==> config.mk <==
export PLATFORM = sky130hd
export DESIGN_NAME = waypoint_heading_follower
export DESIGN_NICKNAME = d
export VERILOG_FILES = /design/src/rtl/core/whf_pkg.sv /design/src/rtl/core/whf_ram.sv /design/src/rtl/core/whf_cordic.sv /design/src/rtl/core/waypoint_heading_follower.sv
export SDC_FILE = /design/constraint.sdc
export NUM_CORES = 2
export LEC_CHECK = 0
export BUFFER_PORTS_ARGS = -buffer_cell sky130_fd_sc_hd__buf_4
export CORE_MARGIN = 4
export CORE_UTILIZATION = 37
export DETAILED_ROUTE_END_ITERATION = 10
export HOLD_SLACK_MARGIN = 0.06
export PLACE_DENSITY = 0.61
export SKIP_CTS_REPAIR_TIMING = 1
export SLEW_MARGIN = 20
export SYNTH_ARGS = -nofsm -noshare
export SYNTH_HDL_FRONTEND = slang
export SYNTH_SLANG_ARGS = --single-unit
==> constraint.sdc <==
create_clock -name clk -period 15.7 [get_ports clk]
set_input_delay 0.785 -clock clk [delete_from_list [all_inputs] [get_ports clk]]
set_output_delay 0.785 -clock clk [all_outputs]
set_load 0.02 [all_outputs]
==> src/rtl/core/whf_pkg.sv <==
// Shared types and constants for the waypoint heading follower.
// Used by whf_cordic, the top level and whf_checker; depends on nothing else.
package whf_pkg;

	localparam logic OP_LOAD = 1'b0;
	localparam logic OP_ODOM = 1'b1;

	localparam logic [2:0] PH_TURN  = 3'd0;
	localparam logic [2:0] PH_DRIVE = 3'd1;
	localparam logic [2:0] PH_STOP  = 3'd2;
	localparam logic [2:0] PH_DONE  = 3'd3;
	localparam logic [2:0] PH_EMPTY = 3'd4;

	localparam logic [2:0] REG_POS_TOL  = 3'd0;
	localparam logic [2:0] REG_HEAD_TOL = 3'd1;
	localparam logic [2:0] REG_GAIN     = 3'd2;
	localparam logic [2:0] REG_CRUISE   = 3'd3;
	localparam logic [2:0] REG_SETTLE   = 3'd4;

	typedef enum logic [11:0] {
		ST_IDLE = 12'b0000_0000_0001,
		ST_DIFF = 12'b0000_0000_0010,
		ST_SQX  = 12'b0000_0000_0100,
		ST_SQY  = 12'b0000_0000_1000,
		ST_TOL  = 12'b0000_0001_0000,
		ST_CORD = 12'b0000_0010_0000,
		ST_ERR  = 12'b0000_0100_0000,
		ST_GAIN = 12'b0000_1000_0000,
		ST_VX   = 12'b0001_0000_0000,
		ST_VY   = 12'b0010_0000_0000,
		ST_SET  = 12'b0100_0000_0000,
		ST_DONE = 12'b1000_0000_0000
	} whf_state_t;

	// Start request for the heading unit: offset from robot to waypoint.
	typedef struct packed {
		logic               start;
		logic signed [16:0] dx;
		logic signed [16:0] dy;
	} whf_cordic_req_t;

	// atan(2^-i) with pi = 2^31.
	function automatic logic [31:0] atan_tab(input logic [4:0] i);
		logic [31:0] v;
		case (i)
			5'd0:  v = 32'd536870912;
			5'd1:  v = 32'd316933406;
			5'd2:  v = 32'd167458907;
			5'd3:  v = 32'd85004756;
			5'd4:  v = 32'd42667331;
			5'd5:  v = 32'd21354465;
			5'd6:  v = 32'd10679838;
			5'd7:  v = 32'd5340245;
			5'd8:  v = 32'd2670163;
			5'd9:  v = 32'd1335087;
			5'd10: v = 32'd667544;
			5'd11: v = 32'd333772;
			5'd12: v = 32'd166886;
			5'd13: v = 32'd83443;
			5'd14: v = 32'd41722;
			5'd15: v = 32'd20861;
			5'd16: v = 32'd10430;
			5'd17: v = 32'd5215;
			5'd18: v = 32'd2608;
			5'd19: v = 32'd1304;
			5'd20: v = 32'd652;
			5'd21: v = 32'd326;
			5'd22: v = 32'd163;
			5'd23: v = 32'd81;
			default: v = 32'd0;
		endcase
		return v;
	endfunction

endpackage

==> src/rtl/core/whf_ram.sv <==
// Generic single-write, single-read RAM with a registered read port.
// No dependencies.
module whf_ram #(
	parameter int WIDTH = 32,
	parameter int DEPTH = 16
) (
	input  logic                                     clk,
	input  logic                                     we,
	input  logic [((DEPTH > 1) ? $clog2(DEPTH) : 1)-1:0] waddr,
	input  logic [WIDTH-1:0]                         wdata,
	input  logic [((DEPTH > 1) ? $clog2(DEPTH) : 1)-1:0] raddr,
	output logic [WIDTH-1:0]                         rdata
);

	logic [WIDTH-1:0] mem [DEPTH];

	always_ff @(posedge clk) begin
		if (we) begin
			mem[waddr] <= wdata;
		end
		rdata <= mem[raddr];
	end

endmodule

==> src/rtl/core/whf_cordic.sv <==
// Iterative CORDIC atan2, one micro-rotation per cycle.
// Depends on whf_pkg for the request struct and the arctangent table.
module whf_cordic #(
	parameter int STEPS = 16
) (
	input  logic                     clk,
	input  logic                     arst_n,
	input  whf_pkg::whf_cordic_req_t req,
	output logic                     done,
	output logic [15:0]              head
);

	localparam int SW = $clog2(STEPS);
	localparam int XW = 28;

	logic signed [XW-1:0] x_q, y_q, x0, y0, xs, ys;
	logic [31:0]          z_q, z0, z_rnd;
	logic [SW-1:0]        i_q;
	logic                 busy_q, done_q;

	// Offsets are scaled by 256 for resolution; the left half plane is rotated
	// by a quarter turn first so the iterations always converge.
	always_comb begin
		logic signed [XW-1:0] sx, sy;
		sx = {{(XW-25){req.dx[16]}}, req.dx, 8'b0};
		sy = {{(XW-25){req.dy[16]}}, req.dy, 8'b0};
		x0 = sx;
		y0 = sy;
		z0 = 32'h0000_0000;
		if (sx < 0) begin
			if (sy >= 0) begin
				x0 = sy;
				y0 = -sx;
				z0 = 32'h4000_0000;
			end else begin
				x0 = -sy;
				y0 = sx;
				z0 = 32'hC000_0000;
			end
		end
	end

	assign xs = x_q >>> i_q;
	assign ys = y_q >>> i_q;

	always_ff @(posedge clk or negedge arst_n) begin
		if (!arst_n) begin
			busy_q <= 1'b0;
			done_q <= 1'b0;
			i_q    <= '0;
		end else begin
			done_q <= 1'b0;
			if (req.start) begin
				busy_q <= 1'b1;
				i_q    <= '0;
			end else if (busy_q) begin
				if (i_q == SW'(STEPS - 1)) begin
					busy_q <= 1'b0;
					done_q <= 1'b1;
				end else begin
					i_q <= i_q + 1'b1;
				end
			end
		end
	end

	always_ff @(posedge clk) begin
		if (req.start) begin
			x_q <= x0;
			y_q <= y0;
			z_q <= z0;
		end else if (busy_q) begin
			if (y_q >= 0) begin
				x_q <= x_q + ys;
				y_q <= y_q - xs;
				z_q <= z_q + whf_pkg::atan_tab(5'(i_q));
			end else begin
				x_q <= x_q - ys;
				y_q <= y_q + xs;
				z_q <= z_q - whf_pkg::atan_tab(5'(i_q));
			end
		end
	end

	assign z_rnd = z_q + 32'h0000_8000;
	assign head  = z_rnd[31:16];
	assign done  = done_q;

endmodule

==> src/rtl/core/waypoint_heading_follower.sv <==
// Waypoint follower: turn toward the current waypoint, drive to it, stop, advance.
// A load word is taken while idle and yields nothing. An odometry word yields one
// command: an empty or finished list goes straight to the result; otherwise the
// distance check runs on the single shared multiplier, then the settle check when
// stopping or the iterative CORDIC when driving or turning. One word is in work at a time.
// Reset (arst_n, asynchronous) empties the list and restores register defaults.
module waypoint_heading_follower #(
	parameter int MAX_WAYPOINTS = 16,
	parameter int CORDIC_STEPS  = 16
) (
	input  logic               clk,
	input  logic               arst_n,
	input  logic               cfg_valid,
	output logic               cfg_ready,
	input  logic [2:0]         cfg_index,
	input  logic [15:0]        cfg_data,
	input  logic               in_valid,
	output logic               in_stall,
	input  logic               opcode,
	input  logic               restart,
	input  logic signed [15:0] pos_x,
	input  logic signed [15:0] pos_y,
	input  logic signed [15:0] yaw,
	input  logic signed [15:0] vel_x,
	input  logic signed [15:0] vel_y,
	output logic               out_valid,
	input  logic               out_stall,
	output logic [15:0]        linear_cmd,
	output logic signed [15:0] angular_cmd,
	output logic [4:0]         target_index,
	output logic [2:0]         phase,
	output logic               reached
);

	localparam int CW = $clog2(MAX_WAYPOINTS + 1);
	localparam int AW = (MAX_WAYPOINTS > 1) ? $clog2(MAX_WAYPOINTS) : 1;

	whf_pkg::whf_state_t state_q;

	logic [15:0] pos_tol_q, gain_q, cruise_q, settle_q;
	logic [14:0] head_tol_q;
	logic [CW-1:0] count_q, idx_q, base;
	logic [CW+4:0] idx_ext;

	logic signed [15:0] px_q, py_q, yaw_q, vx_q, vy_q;
	logic signed [16:0] dx_q, dy_q;
	logic [33:0]        acc_q;
	logic               err_neg_q;
	logic [16:0]        mag_q;

	logic [15:0] res_lin_q, res_ang_q;
	logic [2:0]  res_phase_q;
	logic        res_reached_q;

	logic        out_valid_q;
	logic [15:0] out_lin_q, out_ang_q;
	logic [4:0]  out_idx_q;
	logic [2:0]  out_phase_q;
	logic        out_reached_q;

	logic        in_acc, we, cdone, far, head_big, out_free;
	logic [31:0] rdata;
	logic [15:0] head, err;
	logic [16:0] mag;
	logic signed [17:0] mul_a, mul_b;
	logic signed [35:0] mul_p;
	logic [32:0] rnd;
	logic [16:0] r;
	logic [15:0] ang;
	whf_pkg::whf_cordic_req_t creq;

	assign cfg_ready = 1'b1;
	assign in_stall  = (state_q != whf_pkg::ST_IDLE);
	assign in_acc    = in_valid && !in_stall;
	assign out_free  = !out_valid_q || !out_stall;

	// Table write on a load word; restart rewinds the list before storing.
	assign base = restart ? '0 : count_q;
	assign we   = in_acc && (opcode == whf_pkg::OP_LOAD) && (base < CW'(MAX_WAYPOINTS));

	whf_ram #(
		.WIDTH(32),
		.DEPTH(MAX_WAYPOINTS)
	) u_ram (
		.clk  (clk),
		.we   (we),
		.waddr(base[AW-1:0]),
		.wdata({pos_y, pos_x}),
		.raddr(idx_q[AW-1:0]),
		.rdata(rdata)
	);

	// Shared multiplier; each state picks its operands.
	always_comb begin
		mul_a = '0;
		mul_b = '0;
		case (state_q)
			whf_pkg::ST_SQX: begin
				mul_a = {dx_q[16], dx_q};
				mul_b = {dx_q[16], dx_q};
			end
			whf_pkg::ST_SQY: begin
				mul_a = {dy_q[16], dy_q};
				mul_b = {dy_q[16], dy_q};
			end
			whf_pkg::ST_TOL: begin
				mul_a = {2'b00, pos_tol_q};
				mul_b = {2'b00, pos_tol_q};
			end
			whf_pkg::ST_VX: begin
				mul_a = {{2{vx_q[15]}}, vx_q};
				mul_b = {{2{vx_q[15]}}, vx_q};
			end
			whf_pkg::ST_VY: begin
				mul_a = {{2{vy_q[15]}}, vy_q};
				mul_b = {{2{vy_q[15]}}, vy_q};
			end
			whf_pkg::ST_SET: begin
				mul_a = {2'b00, settle_q};
				mul_b = {2'b00, settle_q};
			end
			whf_pkg::ST_GAIN: begin
				mul_a = {2'b00, gain_q};
				mul_b = {1'b0, mag_q};
			end
			default: begin
				mul_a = '0;
				mul_b = '0;
			end
		endcase
	end

	assign mul_p = mul_a * mul_b;
	assign far   = acc_q > mul_p[33:0];

	assign creq.start = (state_q == whf_pkg::ST_TOL) && far;
	assign creq.dx    = dx_q;
	assign creq.dy    = dy_q;

	whf_cordic #(
		.STEPS(CORDIC_STEPS)
	) u_cordic (
		.clk   (clk),
		.arst_n(arst_n),
		.req   (creq),
		.done  (cdone),
		.head  (head)
	);

	// Heading error wraps to one turn; its magnitude can reach a half turn.
	assign err      = head - yaw_q;
	assign mag      = err[15] ? (17'd0 - {1'b1, err}) : {1'b0, err};
	assign head_big = mag > {2'b00, head_tol_q};

	// Turn rate rounds half away from zero, positive side saturates.
	assign rnd = {1'b0, mul_p[31:0]} + 33'h0_0000_8000;
	assign r   = rnd[32:16];
	always_comb begin
		if (err_neg_q) begin
			ang = 16'(17'd0 - r);
		end else if (r > 17'd32767) begin
			ang = 16'h7FFF;
		end else begin
			ang = r[15:0];
		end
	end

	always_ff @(posedge clk or negedge arst_n) begin
		if (!arst_n) begin
			state_q     <= whf_pkg::ST_IDLE;
			count_q     <= '0;
			idx_q       <= '0;
			pos_tol_q   <= 16'd100;
			head_tol_q  <= 15'd910;
			gain_q      <= 16'd26214;
			cruise_q    <= 16'd300;
			settle_q    <= 16'd1000;
			out_valid_q <= 1'b0;
		end else begin
			if (cfg_valid && cfg_ready) begin
				unique case (cfg_index)
					whf_pkg::REG_POS_TOL:  pos_tol_q  <= cfg_data;
					whf_pkg::REG_HEAD_TOL: head_tol_q <= cfg_data[14:0];
					whf_pkg::REG_GAIN:     gain_q     <= cfg_data;
					whf_pkg::REG_CRUISE:   cruise_q   <= cfg_data;
					whf_pkg::REG_SETTLE:   settle_q   <= cfg_data;
					default: ;
				endcase
			end

			if (state_q == whf_pkg::ST_DONE && out_free) begin
				out_valid_q <= 1'b1;
			end else if (out_valid_q && !out_stall) begin
				out_valid_q <= 1'b0;
			end

			unique case (state_q)
				whf_pkg::ST_IDLE: begin
					if (in_acc && opcode == whf_pkg::OP_LOAD) begin
						if (restart) begin
							idx_q <= '0;
						end
						if (we) begin
							count_q <= base + 1'b1;
						end
					end else if (in_acc) begin
						if (count_q == '0 || idx_q >= count_q) begin
							state_q <= whf_pkg::ST_DONE;
						end else begin
							state_q <= whf_pkg::ST_DIFF;
						end
					end
				end
				whf_pkg::ST_DIFF: state_q <= whf_pkg::ST_SQX;
				whf_pkg::ST_SQX:  state_q <= whf_pkg::ST_SQY;
				whf_pkg::ST_SQY:  state_q <= whf_pkg::ST_TOL;
				whf_pkg::ST_TOL: begin
					state_q <= far ? whf_pkg::ST_CORD : whf_pkg::ST_VX;
				end
				whf_pkg::ST_CORD: begin
					if (cdone) begin
						state_q <= whf_pkg::ST_ERR;
					end
				end
				whf_pkg::ST_ERR: begin
					state_q <= head_big ? whf_pkg::ST_GAIN : whf_pkg::ST_DONE;
				end
				whf_pkg::ST_GAIN: state_q <= whf_pkg::ST_DONE;
				whf_pkg::ST_VX:   state_q <= whf_pkg::ST_VY;
				whf_pkg::ST_VY:   state_q <= whf_pkg::ST_SET;
				whf_pkg::ST_SET: begin
					if (acc_q <= mul_p[33:0]) begin
						idx_q <= idx_q + 1'b1;
					end
					state_q <= whf_pkg::ST_DONE;
				end
				whf_pkg::ST_DONE: begin
					if (out_free) begin
						state_q <= whf_pkg::ST_IDLE;
					end
				end
				default: state_q <= whf_pkg::ST_IDLE;
			endcase
		end
	end

	assign idx_ext = (CW + 5)'(idx_q);

	// Datapath registers.
	always_ff @(posedge clk) begin
		if (in_acc) begin
			px_q          <= pos_x;
			py_q          <= pos_y;
			yaw_q         <= yaw;
			vx_q          <= vel_x;
			vy_q          <= vel_y;
			res_lin_q     <= '0;
			res_ang_q     <= '0;
			res_reached_q <= 1'b0;
			res_phase_q   <= (count_q == '0) ? whf_pkg::PH_EMPTY : whf_pkg::PH_DONE;
		end
		case (state_q) inside
			whf_pkg::ST_DIFF: begin
				dx_q <= {rdata[15], rdata[15:0]} - {px_q[15], px_q};
				dy_q <= {rdata[31], rdata[31:16]} - {py_q[15], py_q};
			end
			whf_pkg::ST_SQX, whf_pkg::ST_VX: acc_q <= mul_p[33:0];
			whf_pkg::ST_SQY, whf_pkg::ST_VY: acc_q <= acc_q + mul_p[33:0];
			whf_pkg::ST_TOL: begin
				if (!far) begin
					res_phase_q <= whf_pkg::PH_STOP;
				end
			end
			whf_pkg::ST_ERR: begin
				err_neg_q <= err[15];
				mag_q     <= mag;
				if (head_big) begin
					res_phase_q <= whf_pkg::PH_TURN;
				end else begin
					res_phase_q <= whf_pkg::PH_DRIVE;
					res_lin_q   <= cruise_q;
				end
			end
			whf_pkg::ST_GAIN: res_ang_q <= ang;
			whf_pkg::ST_SET: res_reached_q <= (acc_q <= mul_p[33:0]);
			whf_pkg::ST_DONE: begin
				if (out_free) begin
					out_lin_q     <= res_lin_q;
					out_ang_q     <= res_ang_q;
					out_idx_q     <= idx_ext[4:0];
					out_phase_q   <= res_phase_q;
					out_reached_q <= res_reached_q;
				end
			end
			default: ;
		endcase
	end

	assign out_valid    = out_valid_q;
	assign linear_cmd   = out_lin_q;
	assign angular_cmd  = out_ang_q;
	assign target_index = out_idx_q;
	assign phase        = out_phase_q;
	assign reached      = out_reached_q;

endmodule

== Word level (Yosys, flattened, before mapping) ==
Memories as Yosys holds them, arrays and structs flattened. A register that Yosys moved wholly into a read port is not among the register bits.
Cells that the tools add are included.

* Reduce and logical (&&, ||, !) cells: 32
* Equality and inequality tests: 26
* Multipliers: 1
* Bitwise logic cells: 8
* Multiplexer cells: 85
* Add/subtract/negate cells: 19
* Shifts and indexed selects: 2
* Divide/modulo/power cells: 0
* $lt $le $gt $ge: 9

{| class="wikitable"
|+ Operator list
! kind !! count
|-
| $mux 32 || 11
|-
| $mux 28 || 10
|-
| $mux 16 || 16
|-
| $pmux 18 s7 || 2
|-
| $pmux 12 s11 || 1
|-
| $mux 12 || 6
|-
| $mux 34 || 2
|-
| $add 28x28->28 || 2
|-
| $neg 25->28 || 2
|-
| $sshr 28x4->28 || 2
|-
| $sub 28x28->28 || 2
|-
| $add 34x34->34 || 1
|-
| $gt 34x34->1 || 1
|-
| $le 34x34->1 || 1
|-
| $mul 18x18->34 || 1
|-
| $sub 16x16->17 || 2
|-
| $add 32x16->33 const B || 1
|-
| $add 32x16->32 const B || 1
|-
| $add 32x32->32 || 1
|-
| $sub 32x32->32 || 1
|-
| $ge 28x1->1 const B || 1
|-
| $ge 25x1->1 const B || 1
|-
| $lt 25x1->1 const B || 1
|-
| $mux 3 || 8
|-
| 47 further kinds || 105
|}

* Bits in writable memories: 512
* Register bits after elaboration: 439
* Output and inout bits: 44
* Bits in read-only memories: 960
* Memories kept: 3
* Latch bits: 0
* Input port bits: 106
* Word-level logic and storage cells: 219

{| class="wikitable"
|+ Memory list
! name !! depth !! width !! rd ports !! clocked after memory_dff !! wr ports !! line !! text
|-
| u_ram.mem || 16 || 32 || 1 || 1 || 1 || whf_ram.sv:15 || <nowiki>logic [WIDTH-1:0] mem [DEPTH];</nowiki>
|-
| (no name shown) || 16 || 30 || 1 || 0 || 0 || whf_pkg.sv:45 || <nowiki>case (i)</nowiki>
|-
| (no name shown) || 16 || 30 || 1 || 0 || 0 || whf_pkg.sv:45 ||
|}

== Depth between registers and ports, before layout ==
* Depth after elaboration: 13
* Mapped depth: 49

== Hierarchy ==
From an unflattened synthesis, not the netlist that was laid out.

* Cells, all modules: 5661
* Area, all modules: 64658.3 um^2

{| class="wikitable"
|+ Modules (own cells, without submodules)
! module !! times used !! cells each !! sequential area each (um^2) !! area an instance (um^2)
|-
| waypoint_heading_follower || 1 || 3173 || 9524.1 || 30910.9
|-
| whf_ram || 1 || 838 || 16015.4 || 19835.3
|-
| whf_cordic || 1 || 1650 || 2792.7 || 13912.1
|}

== Worst setup path before layout ==
Ideal clock, no wire load.

* Path kind: register to register
* Start point: register state_q[2]
* End point: register u_cordic.x_q[0], enable pin
* Setup time: 0.409 ns
* Setup slack: 4.429 ns
* Data arrival time: 10.862 ns
* Stages on the path, launching flop included: 46
* Buffers on the path: 5
* Period minus slack after synthesis: 11.271 ns
* Cells stage by stage: dfrtp_1 nor2_1 nand2_1 nor2_1 nand2_1 nor3b_1 clkbuf_1 a22oi_1 nand3_1 a21o_1 clkbuf_1 nand2_1 fa_1 inv_1 fa_1 ha_1 inv_1 fa_1 (+10 left out) o21ai_0 o21bai_1 a21boi_0 o21a_1 o21ai_0 nand2b_1 a21oi_1 xnor2_1 ha_1 nor4b_1 nand4_1 a211oi_1 a311oi_1 nor2_1 and2_1 clkbuf_1 clkbuf_1 or2_2

* Cells in the longest elaborated chain, start to end: 6

{| class="wikitable"
|+ RTL lines
! what !! line !! text
|-
| start, declared || waypoint_heading_follower.sv:38 || <nowiki>whf_pkg::whf_state_t state_q;</nowiki>
|-
| start signal, assigned || waypoint_heading_follower.sv:170 || <nowiki>state_q <= whf_pkg::ST_IDLE;</nowiki>
|-
| start signal, assigned || waypoint_heading_follower.sv:208 || <nowiki>state_q <= whf_pkg::ST_DONE;</nowiki>
|-
| start signal, assigned || waypoint_heading_follower.sv:210 || <nowiki>state_q <= whf_pkg::ST_DIFF;</nowiki>
|-
| $eq 12x8->1, or another cell as far along || waypoint_heading_follower.sv:97 || <nowiki>case (state_q)</nowiki>
|-
| $pmux 18 s7 || waypoint_heading_follower.sv:97 ||
|-
| $mul 18x18->34 || waypoint_heading_follower.sv:133 || <nowiki>assign mul_p = mul_a * mul_b;</nowiki>
|-
| $gt 34x34->1 || waypoint_heading_follower.sv:134 || <nowiki>assign far = acc_q > mul_p[33:0];</nowiki>
|-
| $logic_and 1x1->1 (*) || waypoint_heading_follower.sv:136 || <nowiki>assign creq.start = (state_q == whf_pkg::ST_TOL) && far;</nowiki>
|-
| $reduce_bool 2->1 (no source line) (*) || n/a ||
|-
| end signal, assigned || whf_cordic.sv:74 || <nowiki>x_q <= x_q + ys;</nowiki>
|-
| end signal, assigned || whf_cordic.sv:78 || <nowiki>x_q <= x_q - ys;</nowiki>
|-
| end, declared || whf_cordic.sv:16 || <nowiki>logic signed [XW-1:0] x_q, y_q, x0, y0, xs, ys;</nowiki>
|}

Every way passes the cells marked *; elsewhere a longest branch is shown, timed or not.
A chain may end at the register's enable or synchronous reset.

== Worst setup path after layout ==
* Start point: register state_q[4]
* End point: register u_cordic.y_q[14], enable pin

* Cells in the longest elaborated chain, start to end: 6

{| class="wikitable"
|+ RTL lines
! what !! line !! text
|-
| $eq 12x8->1, or another cell as far along || waypoint_heading_follower.sv:97 ||
|-
| $pmux 18 s7 || waypoint_heading_follower.sv:97 ||
|-
| $mul 18x18->34 || waypoint_heading_follower.sv:133 ||
|-
| $gt 34x34->1 || waypoint_heading_follower.sv:134 ||
|-
| $logic_and 1x1->1 (*) || waypoint_heading_follower.sv:136 ||
|-
| $reduce_bool 2->1 (no source line) (*) || n/a ||
|-
| end signal, assigned || whf_cordic.sv:70 || <nowiki>y_q <= y0;</nowiki>
|-
| end signal, assigned || whf_cordic.sv:75 || <nowiki>y_q <= y_q - xs;</nowiki>
|-
| end signal, assigned || whf_cordic.sv:79 || <nowiki>y_q <= y_q + xs;</nowiki>
|-
| end, declared || whf_cordic.sv:16 ||
|}

Marked as above.

==> flow_summary.yaml <==
status:
  outcome: "finished clean"
worst_setup_path:
  cp_slowest_stage_delay_ns: 0.82
  reg2reg_to: "u_cordic.y_q[14]"
  crit_top_cell: "fa_1"
  criticalPathCategory: "flop to flop"
  path_max_fanout: 55
  cp.required_ns: 16.09
  critPathSlowestCell: "and4b_1"
  arrival_ns: 13.75
  path_buf_inv: 4
  r2r_cells: 38
  cp-end-kind: "flop"
  r2r_slack_ns: 2.34
  worst_setup_path_start_kind: "flop"
  critPathTopFamily: "simple AND/OR/NAND/NOR gates"
  reg2reg_from: "state_q[4]"
power:
  p_comb_frac: 0.519
  vdd_drop_max_mv: 0.1166
  p_leak_nw: 27.46
  total_power_mw: 13.40
  seqPwrFrac: 0.290
  pwr-share-clk: 0.191
  p_sw_mw: 5.517
  swShare: 0.4118
  p_per_area_nw_per_um2: 190.4
  internal-power_mw: 7.881
global_routing:
  first_global_vias: 42957
  grt_max_degree: 108
  overflow: 0
  grt_pass1_wl_mm: 269.1
  track_usage: 0.2012
  antenna_found_initial: 11
clocking:
  cts_tree: "built"
  numCtsBuffers: 105
  clockBufferDepth: 3
  htreeDepth: 3
  cts.sinks: 983
  clkTransAtPathRegs_ns: 0.07
  clockRootBuffer: "clkbuf_16"
  clk_latency_ns: 0.76
worst_hold_path:
  holdCritPathClass: "input port to asynchronous set/reset pin"
drt:
  drt-total-wl_mm: 178.1
  vias: 42590
  firstDrtPassIters: 6
  wl_per_cell_um: 22.78
  drtIter0Drc: 3549
  drc: 0
  vias_per_cell: 5.448
  ant_nets: 0
placement:
  port-buffer-count: 148
  dp_hpwl_mm: 126.3
  finalWeightedCongestion: 0.9232
synth:
  synthCells: 5382
  synth.distinct_cells: 93
  ys_ff_latch: 983
  ys.flop_type: "edfxtp_1"
  yosysSeqAreaShare: 0.4493
  netlist_area_um2: 63060
  synth-edff-count: 807
  async_reset_ff_frac: 0.1099
  synth_area_per_cell_um2: 11.72
  yosysWarnings: 0
  synth.net_count: 6131
timing:
  slew_headroom: 0.2544
  finalSetupTns_ns: 0
  final.setup_skew_ns: 0.07439
  period_share: 0.8510
  hold_viol: 0
  slew_viol_final: 0
  setup_viol: 0
  rsz0062_at_grt: "no"
  worst_pin_slew_ns: 1.118
  period_minus_slack_ns: 13.36
  clock.fmax_mhz: 74.85
final_layout:
  layout.nets: 6250
  postLayoutCoreUtil: 0.4151
  drive_above_1_share: 0.1455
  nFillCells: 15648
  area_growth_pct: 11.57
die:
  rows: 151
  die_area_um2: 177100
  core_area_um2: 169500
  die_w_um: 420.8
  start_util: 0.3721
  die_h_um: 420.8
  ios: 150
job:
  cap_viol_max_count: 0
[power groups by stage]
stage	combinational, mW	clock, mW	sequential (mW)
finish	6.95	2.56	3.89
global route	7.72	2.73	3.91
CTS	6.91	2.61	3.88
detailed placement	6.85	0	3.93
global placement	6.74	0	3.93
floorplan	5.22	0	3.77
[state kept, by name, summed over array words and instances, names as in the netlist, 17 cells and up]
register	count
u_ram.mem	512
u_cordic.z_q	32
dx_q	17
u_ram.rdata	32
mag_q	17
u_cordic.x_q	28
u_cordic.y_q	28
dy_q	17
acc_q	34
[through the flow]
| step | hold WS (ns) | instance area [µm²] | std cells | setup slack [ns] |
|---|---|---|---|---|
| 2_1_floorplan | 0.4030 | 63060 | 5382 | 4.429 |
| 6_report | 0.08858 | 70350 | 7818 | 2.339 |
| 3_5_place_dp | 0.4168 | 66760 | 7612 | 2.508 |
| 4_1_cts | 0.07667 | 70330 | 7812 | 2.527 |
| 5_1_grt | 0.1268 | 70340 | 7813 | 1.440 |
| 3_3_place_gp | 0.4135 | 66750 | 7612 | 2.882 |
[worst max-delay path by stage]
| stage | cells after the start | start | end | slack [ns] |
|---|---|---|---|---|
| 2_1_floorplan | 45 | state_q[2] | u_cordic.x_q[0] | 4.43 |
| 3_3_place_gp | 38 | state_q[2] | u_cordic.z_q[21] | 2.88 |
| 3_5_place_dp | 38 | state_q[2] | u_cordic.z_q[14] | 2.51 |
| 4_1_cts | 38 | state_q[4] | u_cordic.y_q[20] | 2.53 |
| 5_1_grt | 38 | state_q[4] | u_cordic.y_q[16] | 1.44 |
| 6_report | 38 | state_q[4] | u_cordic.y_q[14] | 2.34 |
[worst register-to-register path, delay by kind of cell, from the launching register on]
kind / cells / cell delay, ns
AOI/OAI and AO/OA: 13 / 3.27
DFF: 1 / 0.43
and+or+nand+nor: 12 / 4.29
adders and majority gates: 8 / 3.57
xor gates and xnor gates: 1 / 0.11
buffers and inverters: 4 / 1.40
[kinds of logic after synthesis]
kind of cell             Yosys count  share of synthesized area
AO/OA/AOI/OAI                    915                    0.09074
XOR/XNOR                         315                    0.04447
adder cells (fa/ha/maj)          643                     0.1651
buffers and inverters            806                    0.04883
flip-flops                       983                     0.4493
multiplexers                     354                     0.1015
other                              2                  0.0001191
AND/OR/NAND/NOR                 1364                     0.1000
[layout by cell type (no fill, tap or decap), types with 125 or more instances in the layout]
master    instances
edfxtp_1        807
inv_1           594
nand2_1         474
nor2_1          385
ha_1            328
fa_1            315
o21ai_0         266
a21oi_1         220
mux4_2          219
buf_4           212
xnor2_1         185
xor2_1          125
[metal layers]
metal / routed length (µm) / vias up / share of wire / track usage
met3: 10590 / 355 / 0.059 / 0.02624
met5: 37 / - / 0.00021 / 0
met1: 72550 / 21452 / 0.41 / 0.2610
li1: - / 19351 / - / -
met4: 9445 / 6 / 0.053 / 0.09795
met2: 85460 / 1426 / 0.48 / 0.3339
[area by class of cell]
| class | instances | area [µm²] | share of cell area |
|---|---|---|---|
| Antenna cell | 6 | 15.01 | 0.0002134 |
| Clock buffer | 141 | 2883 | 0.04098 |
| Clock inverter | 59 | 693.2 | 0.009853 |
| Inverter | 605 | 2273 | 0.03231 |
| Multi-Input combinational cell | 3593 | 31760 | 0.4514 |
| Sequential cell | 983 | 28350 | 0.4029 |
| Tap cell | 2218 | 2775 | 0.03945 |
| Timing Repair Buffer | 213 | 1612 | 0.02291 |
[Yosys cell counts, types with 50 or more instances]
cell / count / area share
inv_1: 595 / 0.035
nor2_1: 387 / 0.023
clkbuf_1: 144 / 0.0086
a21oi_1: 223 / 0.018
a21o_1: 88 / 0.010
ha_1: 328 / 0.065
nor3_1: 66 / 0.0052
edfxtp_1: 807 / 0.38
nand2_1: 474 / 0.028
xor2_1: 125 / 0.017
nand3_1: 107 / 0.0085
mux4_2: 219 / 0.078
mux2_2: 92 / 0.016
xnor2_1: 185 / 0.026
o21ai_0: 267 / 0.021
fa_1: 315 / 0.10
dfxtp_1: 68 / 0.022
dfrtp_1: 80 / 0.032
a22oi_1: 50 / 0.0060
No activity file was read; power rests on OpenSTA's default activity.
